--- config.mk ---
export PLATFORM = sky130hd
export DESIGN_NAME = coordinate_hash_glitter_flat
export DESIGN_NICKNAME = d
export VERILOG_FILES = /design/src/chg_pkg.sv /design/src/chg_intf.sv /design/src/chg_mix_cell.sv /design/src/chg_tail.sv /design/src/coordinate_hash_glitter.sv /design/src/flat_wrapper.sv
export SDC_FILE = /design/constraint.sdc
export NUM_CORES = 2
export LEC_CHECK = 0
export CAP_MARGIN = 20
export CELL_PAD_IN_SITES_DETAIL_PLACEMENT = 0
export CELL_PAD_IN_SITES_GLOBAL_PLACEMENT = 1
export CORE_AREA = 2 2 444 446
export DETAILED_ROUTE_END_ITERATION = 6
export DIE_AREA = 0 0 446 448
export DONT_BUFFER_PORTS = 1
export GPL_TIMING_DRIVEN = 0
export PLACE_DENSITY_LB_ADDON = 0.15
export SYNTH_ARGS = -nofsm -noshare
export SYNTH_HDL_FRONTEND = slang
export SYNTH_HIERARCHICAL = 1
export SYNTH_SLANG_ARGS = --single-unit
--- constraint.sdc ---
create_clock -name clk_i -period 12.6 [get_ports clk_i]
set_clock_uncertainty 0.2 [all_clocks]
set_input_delay 2.52 -clock clk_i [delete_from_list [all_inputs] [get_ports clk_i]]
set_output_delay 2.52 -clock clk_i [all_outputs]
set_load 0.01 [all_outputs]
--- src/chg_pkg.sv ---
// Types and constants for the coordinate hash pipeline.
package chg_pkg;

  localparam int unsigned HASH_BYTES = 8;
  localparam int unsigned DIV5_SHIFT = 34;

  localparam logic [31:0] ELIGIBLE_MASK = 32'h0001_1111;
  // ceil(2^34 / 5): exact quotient by five for any 32-bit dividend
  localparam logic [31:0] RECIP5 = 32'hCCCC_CCCD;

  // Hash state handed from cell to cell: running hash and the bytes still to mix.
  typedef struct packed {
    logic [31:0] h;
    logic [63:0] bytes;
  } mix_t;

  // One result beat.
  typedef struct packed {
    logic [31:0] hash_value;
    logic        is_eligible;
    logic [1:0]  glitter_phase;
  } res_t;

endpackage

--- src/chg_intf.sv ---
// Channel interfaces: coordinate input, hash result output, frame register write.
interface chg_in_if #(
  parameter int unsigned COORD_BITS = 16
);
  logic                  valid;
  logic                  ready;
  logic [COORD_BITS-1:0] coord_x;
  logic [COORD_BITS-1:0] coord_y;

  modport source (output valid, output coord_x, output coord_y, input ready);
  modport sink (input valid, input coord_x, input coord_y, output ready);
endinterface

interface chg_out_if;
  logic        valid;
  logic        ready;
  logic [31:0] hash_value;
  logic        is_eligible;
  logic [1:0]  glitter_phase;

  modport source (output valid, output hash_value, output is_eligible,
                  output glitter_phase, input ready);
  modport sink (input valid, input hash_value, input is_eligible,
                input glitter_phase, output ready);
endinterface

interface chg_cfg_if;
  logic        valid;
  logic        ready;
  logic [31:0] frame_number;

  modport source (output valid, output frame_number, input ready);
  modport sink (input valid, input frame_number, output ready);
endinterface

--- src/chg_mix_cell.sv ---
// One cell of the hash chain: mixes the lowest pending byte into the running hash.
module chg_mix_cell (
  input  logic          clk_i,
  input  logic          rst_ni,
  input  logic          in_valid_i,
  input  chg_pkg::mix_t in_data_i,
  output logic          in_ready_o,
  output logic          out_valid_o,
  output chg_pkg::mix_t out_data_o,
  input  logic          out_ready_i
);
  import chg_pkg::*;

  logic        valid_q;
  mix_t        data_q;
  mix_t        data_d;
  logic [31:0] h_add;
  logic [31:0] h_sh;

  assign in_ready_o = !valid_q || out_ready_i;

  always_comb begin
    h_add        = in_data_i.h + {24'd0, in_data_i.bytes[7:0]};
    h_sh         = h_add + (h_add << 10);
    data_d.h     = h_sh ^ (h_sh >> 6);
    data_d.bytes = in_data_i.bytes >> 8;
  end

  always_ff @(posedge clk_i or negedge rst_ni) begin
    if (!rst_ni) begin
      valid_q <= 1'b0;
    end else if (in_ready_o) begin
      valid_q <= in_valid_i;
    end
  end

  always_ff @(posedge clk_i) begin
    if (in_ready_o && in_valid_i) begin
      data_q <= data_d;
    end
  end

  assign out_valid_o = valid_q;
  assign out_data_o  = data_q;

endmodule

--- src/chg_tail.sv ---
// Final avalanche, eligibility test and glitter phase, four registered stages.
module chg_tail (
  input  logic          clk_i,
  input  logic          rst_ni,
  input  logic          in_valid_i,
  input  logic [31:0]   hash_i,
  input  logic [31:0]   frame_i,
  output logic          in_ready_o,
  output logic          out_valid_o,
  output chg_pkg::res_t out_res_o,
  input  logic          out_ready_i
);
  import chg_pkg::*;

  logic [3:0]  valid_q;
  logic [4:0]  rdy;
  logic [31:0] h0_q, h1_q, h2_q, sum_q;
  logic        elig_q;
  res_t        res_q;
  logic [31:0] t0, h0_d, h1_d, sum_d;
  logic [63:0] prod;

  always_comb begin
    rdy[4] = out_ready_i;
    rdy[3] = !valid_q[3] || rdy[4];
    rdy[2] = !valid_q[2] || rdy[3];
    rdy[1] = !valid_q[1] || rdy[2];
    rdy[0] = !valid_q[0] || rdy[1];
  end

  assign in_ready_o = rdy[0];

  always_comb begin
    t0    = hash_i + (hash_i << 3);
    h0_d  = t0 ^ (t0 >> 11);
    h1_d  = h0_q + (h0_q << 15);
    sum_d = (h1_q >> 4) + frame_i;
    prod  = {32'd0, sum_q} * {32'd0, RECIP5};
  end

  always_ff @(posedge clk_i or negedge rst_ni) begin
    if (!rst_ni) begin
      valid_q <= '0;
    end else begin
      if (rdy[0]) valid_q[0] <= in_valid_i;
      if (rdy[1]) valid_q[1] <= valid_q[0];
      if (rdy[2]) valid_q[2] <= valid_q[1];
      if (rdy[3]) valid_q[3] <= valid_q[2];
    end
  end

  always_ff @(posedge clk_i) begin
    if (rdy[0] && in_valid_i) begin
      h0_q <= h0_d;
    end
    if (rdy[1] && valid_q[0]) begin
      h1_q <= h1_d;
    end
    if (rdy[2] && valid_q[1]) begin
      h2_q   <= h1_q;
      sum_q  <= sum_d;
      elig_q <= (h1_q & ELIGIBLE_MASK) == 32'd0;
    end
    if (rdy[3] && valid_q[2]) begin
      res_q.hash_value    <= h2_q;
      res_q.is_eligible   <= elig_q;
      // quotient by five is prod >> 34; only its two low bits are kept
      res_q.glitter_phase <= prod[DIV5_SHIFT+1:DIV5_SHIFT];
    end
  end

  assign out_valid_o = valid_q[3];
  assign out_res_o   = res_q;

endmodule

--- src/coordinate_hash_glitter.sv ---
// Coordinate hash: eight mix cells in a row, then a four-stage finishing tail.
// An accepted input beat passes each cell register and then each tail stage on its way to out_ch.
// Throughput: one coordinate per cycle while out_ch is ready; each cell and tail stage holds one beat.
// Backpressure stalls only the stages that are full, so bubbles get squeezed out.
// Reset clears all valid bits and sets frame_number to 0; payload is not reset.
module coordinate_hash_glitter #(
  parameter int unsigned COORD_BITS = 16
) (
  input  logic      clk_i,
  input  logic      rst_ni,
  chg_in_if.sink    in_ch,
  chg_out_if.source out_ch,
  chg_cfg_if.sink   cfg_ch
);
  import chg_pkg::*;

  logic                  stg_valid [HASH_BYTES+1];
  logic                  stg_ready [HASH_BYTES+1];
  mix_t                  stg_data  [HASH_BYTES+1];
  logic [31:0]           frame_q;
  res_t                  res;
  logic [COORD_BITS-1:0] coord_x;
  logic [COORD_BITS-1:0] coord_y;

  assign cfg_ch.ready = 1'b1;

  always_ff @(posedge clk_i or negedge rst_ni) begin
    if (!rst_ni) begin
      frame_q <= '0;
    end else if (cfg_ch.valid) begin
      frame_q <= cfg_ch.frame_number;
    end
  end

  assign coord_x = in_ch.coord_x;
  assign coord_y = in_ch.coord_y;

  // x then y as little-endian words: x occupies the low four bytes
  assign stg_valid[0] = in_ch.valid;
  assign in_ch.ready  = stg_ready[0];
  assign stg_data[0]  = {32'd0, 32'(coord_y), 32'(coord_x)};

  for (genvar i = 0; i < HASH_BYTES; i++) begin : g_cell
    chg_mix_cell u_cell (
      .clk_i       (clk_i),
      .rst_ni      (rst_ni),
      .in_valid_i  (stg_valid[i]),
      .in_data_i   (stg_data[i]),
      .in_ready_o  (stg_ready[i]),
      .out_valid_o (stg_valid[i+1]),
      .out_data_o  (stg_data[i+1]),
      .out_ready_i (stg_ready[i+1])
    );
  end

  chg_tail u_tail (
    .clk_i       (clk_i),
    .rst_ni      (rst_ni),
    .in_valid_i  (stg_valid[HASH_BYTES]),
    .hash_i      (stg_data[HASH_BYTES].h),
    .frame_i     (frame_q),
    .in_ready_o  (stg_ready[HASH_BYTES]),
    .out_valid_o (out_ch.valid),
    .out_res_o   (res),
    .out_ready_i (out_ch.ready)
  );

  assign out_ch.hash_value    = res.hash_value;
  assign out_ch.is_eligible   = res.is_eligible;
  assign out_ch.glitter_phase = res.glitter_phase;

endmodule

--- src/flat_wrapper.sv ---
// flat-port wrapper written by rule: the top's interface ports become plain ports
module coordinate_hash_glitter_flat import chg_pkg::*;
#(
  parameter int unsigned COORD_BITS = 16
)
  (clk_i, rst_ni, in_ch_valid, in_ch_coord_x, in_ch_coord_y, in_ch_ready, out_ch_valid, out_ch_hash_value, out_ch_is_eligible, out_ch_glitter_phase, out_ch_ready, cfg_ch_valid, cfg_ch_frame_number, cfg_ch_ready);
  chg_in_if #(.COORD_BITS(COORD_BITS)) in_ch_i ();
  chg_out_if out_ch_i ();
  chg_cfg_if cfg_ch_i ();
  input  logic clk_i;
  input  logic rst_ni;
  input wire logic [$bits(in_ch_i.valid)-1:0] in_ch_valid;
  input wire logic [$bits(in_ch_i.coord_x)-1:0] in_ch_coord_x;
  input wire logic [$bits(in_ch_i.coord_y)-1:0] in_ch_coord_y;
  output wire logic [$bits(in_ch_i.ready)-1:0] in_ch_ready;
  output wire logic [$bits(out_ch_i.valid)-1:0] out_ch_valid;
  output wire logic [$bits(out_ch_i.hash_value)-1:0] out_ch_hash_value;
  output wire logic [$bits(out_ch_i.is_eligible)-1:0] out_ch_is_eligible;
  output wire logic [$bits(out_ch_i.glitter_phase)-1:0] out_ch_glitter_phase;
  input wire logic [$bits(out_ch_i.ready)-1:0] out_ch_ready;
  input wire logic [$bits(cfg_ch_i.valid)-1:0] cfg_ch_valid;
  input wire logic [$bits(cfg_ch_i.frame_number)-1:0] cfg_ch_frame_number;
  output wire logic [$bits(cfg_ch_i.ready)-1:0] cfg_ch_ready;
  assign in_ch_i.valid = in_ch_valid;
  assign in_ch_i.coord_x = in_ch_coord_x;
  assign in_ch_i.coord_y = in_ch_coord_y;
  assign in_ch_ready = in_ch_i.ready;
  assign out_ch_valid = out_ch_i.valid;
  assign out_ch_hash_value = out_ch_i.hash_value;
  assign out_ch_is_eligible = out_ch_i.is_eligible;
  assign out_ch_glitter_phase = out_ch_i.glitter_phase;
  assign out_ch_i.ready = out_ch_ready;
  assign cfg_ch_i.valid = cfg_ch_valid;
  assign cfg_ch_i.frame_number = cfg_ch_frame_number;
  assign cfg_ch_ready = cfg_ch_i.ready;
  coordinate_hash_glitter #(.COORD_BITS(COORD_BITS)) u_core (.clk_i(clk_i), .rst_ni(rst_ni), .in_ch(in_ch_i), .out_ch(out_ch_i), .cfg_ch(cfg_ch_i));
endmodule
### Word-level counts from Yosys, hierarchy flattened

Index checks and enable logic that the tools add are counted.

| cells by class | value |
|---|---|
| add/subtract/negate cells | 14 |
| reduce and logical (&&, ||, !) cells | 37 |
| multiply operators | 1 |
| bitwise operators | 9 |

Operators with widths:

| kind | number |
|---|---|
| adder 32 bit | 9 |
| bitwise XOR 32 x 26 -> 32 bit | 7 |
| adder 32 x 8 -> 32 bit | 3 |
| multiplier 32 x 32 -> 36 bit, second input constant | 1 |
| adder 28 x 32 -> 32 bit | 1 |
| zero test 32 bit | 1 |
| bitwise XOR 32 x 21 -> 32 bit | 1 |
| adder 8 x 18 -> 19 bit | 1 |
| bitwise XOR 19 x 13 -> 19 bit | 1 |
| logical AND 1 bit | 12 |
| zero test 1 bit | 12 |
| logical OR 1 bit | 12 |

| word-level totals | value |
|---|---|
| register bits after elaboration | 544 |
| bits of input ports | 69 |

### Logic depth before layout (Yosys ltp)

| logic depth | value |
|---|---|
| depth in word-level cells | 14 |
| depth in mapped cells | 25 |
| gate-level depth less buffers | 25 |

### Modules after synthesis

The synthesis kept the hierarchy.

Modules (own cells, without submodules):

| module | instances | area each (µm²) | cells each |
|---|---|---|---|
| chg_mix_cell at u_core.g_cell[0].u_cell ... | 7 | 4,907.2 | 371 |
| chg_tail | 1 | 17,566.8 | 1,479 |
| chg_mix_cell at u_core.g_cell[1].u_cell | 1 | 4,961.0 | 400 |
| coordinate_hash_glitter | 1 | 1,360.1 | 71 |

### Worst setup path after synthesis

No wires, ideal clock.

| timing path | value |
|---|---|
| path kind | input -> output |
| start point | input out_ch_ready |
| end point | output in_ch_ready |
| setup slack | 5.714 ns |
| stages on the path | 10 |
| path buffers | 0 |
| arrival | 4.166 ns |
| data required time | 9.880 ns |
| cell sequence | nor2b_1 nand4_1 nand2b_1 nand2b_1 nand2b_1 nand2b_1 nand2b_1 nand2b_1 nand2b_1 nand2b_1 |

RTL lines:

| element | line | source |
|---|---|---|
| from (decl) | flat_wrapper.sv:20 | `input wire logic [$bits(out_ch_i.ready)-1:0] out_ch_ready;` |
| to (decl) | flat_wrapper.sv:15 | `output wire logic [$bits(in_ch_i.ready)-1:0] in_ch_ready;` |

### Worst setup path after layout

| timing path | value |
|---|---|
| start point | register u_core.u_tail.sum_q[12] |
| end point | register, netlist name u_core/u_tail/out_res_o[1] |

| on the way | value |
|---|---|
| cells in the longest elaborated chain, start to end | 1 |

Ends and longest elaborated chain:

| element | line | source |
|---|---|---|
| from (decl) | chg_tail.sv:17 | `logic [31:0] h0_q, h1_q, h2_q, sum_q;` |
| from (signal assigned) | chg_tail.sv:61 | `sum_q <= sum_d;` |
| multiplier 32 x 32 -> 36 bit | chg_tail.sv:38 | `prod = {32'd0, sum_q} * {32'd0, RECIP5};` |
| via u_core.u_tail.prod[35] | chg_tail.sv:21 | `logic [63:0] prod;` |

The timed path passes the listed nets, and every way through them passes these cells.
A chain may end at the register's enable or synchronous reset.

==> results.json <==
{
  "required_ns": 12.89,
  "slowest_stage": "a211oi_1",
  "cts_tree": "yes",
  "final_common_cell": "edfxtp_1",
  "path_common_cell": "fa_1",
  "drc": 0,
  "overflow": 0,
  "clock-sinks": 688,
  "critPathBufInv": 4,
  "ios": 107,
  "clk_pin_slew_worst_paths_ns": 0.06,
  "track_usage": 0.133,
  "hp-class": "flip-flop to flip-flop",
  "cp-end-kind": "flip-flop",
  "synthesis.instances": 4251,
  "synth_area_mm2": 0.0510,
  "max_slew.worst_pin.slew_ns": 1.07,
  "h-tree-depth": 3,
  "final_cell_mix": "edfxtp_1 (644), ha_1 (482), inv_1 (427)",
  "rows": 162,
  "fin_nets": 5269,
  "final.setup.worst_slack_ns": 4.29,
  "core-area_mm2": 0.195,
  "root_buffer": "clkbuf_16",
  "postCtsResizedCells": 0,
  "first_pass_iters": 4,
  "slew_viol_final": 0,
  "wl_per_cell_um": 18.5,
  "maxClockFrequency_ghz": 0.120,
  "status": "completed",
  "hold_violations": 0,
  "crit_fanout": 5,
  "rsz0062_at_grt": "no",
  "gp_congestion": 0.832,
  "clk_path_buf_depth": 3,
  "vias": 31400,
  "die_w_um": 446,
  "yosys_warnings": 6,
  "critical_path_class": "flip-flop to flip-flop",
  "grt_start_max_net_pins": 62,
  "avgViaCountPerCell": 4.43,
  "die_y_um": 448,
  "totalWireLength_um": 131000,
  "cpLargestDelayFamily": "adder cells",
  "dpl_cell_area_mm2": 0.0549,
  "maxCapViolCount": 0,
  "port_buffers": 0,
  "place_ws_ns": 4.15,
  "drive_gt1_frac": 0.0679,
  "stdcell_area_mm2": 0.0576,
  "dieArea_mm2": 0.200,
  "postCtsHoldBufs": 0,
  "fillCellCount": 19900,
  "antenna_left": 0,
  "min_period_ns": 8.31,
  "initial_core_util": 0.262,
  "startpoint_type": "flip-flop",
  "max_stage_delay_ns": 0.67,
  "post_synth.cell_area_avg_um2": 12.0,
  "worstPathCellList": "ha_1 -> ha_1 -> fa_1 -> inv_1 -> fa_1 -> inv_1 -> fa_1 -> inv_1 -> fa_1 -> inv_1 -> fa_1 -> fa_1 -> ha_1 -> a21o_1 -> a21o_1 -> a21o_1 -> a21oi_1 -> o21ai_0 -> a211oi_1 -> o21ai_0 -> a31oi_1 -> o21bai_1 -> xnor2_1",
  "cp_data_arrival_time_ns": 8.60,
  "cts_buffers": 83,
  "drt_iter0_drc": 1461,
  "area_growth_pct": 13.0,
  "grt_pass1_wl_um": 203000,
  "setup_tns_ns": 0,
  "relSlewSlack": 0.284,
  "period_share": 0.660,
  "finalSetupViolCount": 0,
  "antenna_found_initial": 19,
  "postCtsSetupBuffers": 0,
  "hpwl_um": 109000,
  "grt_pass1_vias": 33000,
  "clock_latency_ns": 0.71
}
## stage by stage
| stage | hold WS (ns) | util | cells |
|---|---|---|---|
| after floorplan | 0.200 | - | 4370 |
| after global placement | 0.200 | 0.281 | 6912 |
| after detailed placement | 0.205 | 0.282 | 6923 |
| after CTS | 0.203 | 0.296 | 7078 |
| after global routing | 0.221 | 0.296 | 7082 |
| final | 0.205 | 0.296 | 7082 |
## flip-flops by register name, indices dropped and copies added (netlist names)
signal	count
u_core/g_cell.u_cell/out_valid_o	8
u_core/g_cell.u_cell/out_data_o	480
u_core/u_tail/h2_q	32
u_core/u_tail/h0_q	32
u_core/frame_q	32
u_core/u_tail/valid_q	4
u_core/u_tail/h1_q	32
u_core/u_tail/elig_q	1
u_core/u_tail/out_res_o	35
u_core/u_tail/sum_q	32
## path summary, 6_finish.rpt
kind,from,endpoint,slack (ns),cells after the start
worst max-delay path,u_core/u_tail/sum_q[12],u_core/u_tail/out_res_o[1],4.29,23
worst min-delay path,u_core/g_cell[3].u_cell/out_data_o[13],u_core/g_cell[4].u_cell/out_data_o[5],0.20,0
worst max register to register,u_core/u_tail/sum_q[12],u_core/u_tail/out_res_o[1],4.29,23
worst min register to register,u_core/g_cell[3].u_cell/out_data_o[13],u_core/g_cell[4].u_cell/out_data_o[5],0.20,0
max in group asynchronous,rst_ni,u_core/g_cell[6].u_cell/out_valid_o,10.73,0
min in group asynchronous,rst_ni,u_core/frame_q[13],1.31,0
## per-layer routing
metal | vias up | track usage | part of all wire
met5 | - | 0 | 0.00037
met4 | 6 | 0.0359 | 0.024
met3 | 157 | 0.0187 | 0.026
met2 | 376 | 0.227 | 0.49
met1 | 15200 | 0.175 | 0.46
li1 | 15600 | - | -
## cell type report
type	instances	area, um^2	share of cell area
sequential	688	20400	0.355
clock inverter	48	450	0.00782
timing repair buffer	13	248	0.00430
multi-input combinational	3222	29200	0.507
antenna	2	5.00	0.0000869
tap	2542	3180	0.0552
buffer	33	236	0.00410
clock buffer	107	2250	0.0390
inverter	427	1600	0.0278
Power is left out: the tool's default activity adds up to more than one toggle a clock period on the data nets, which glitch-free logic cannot reach.
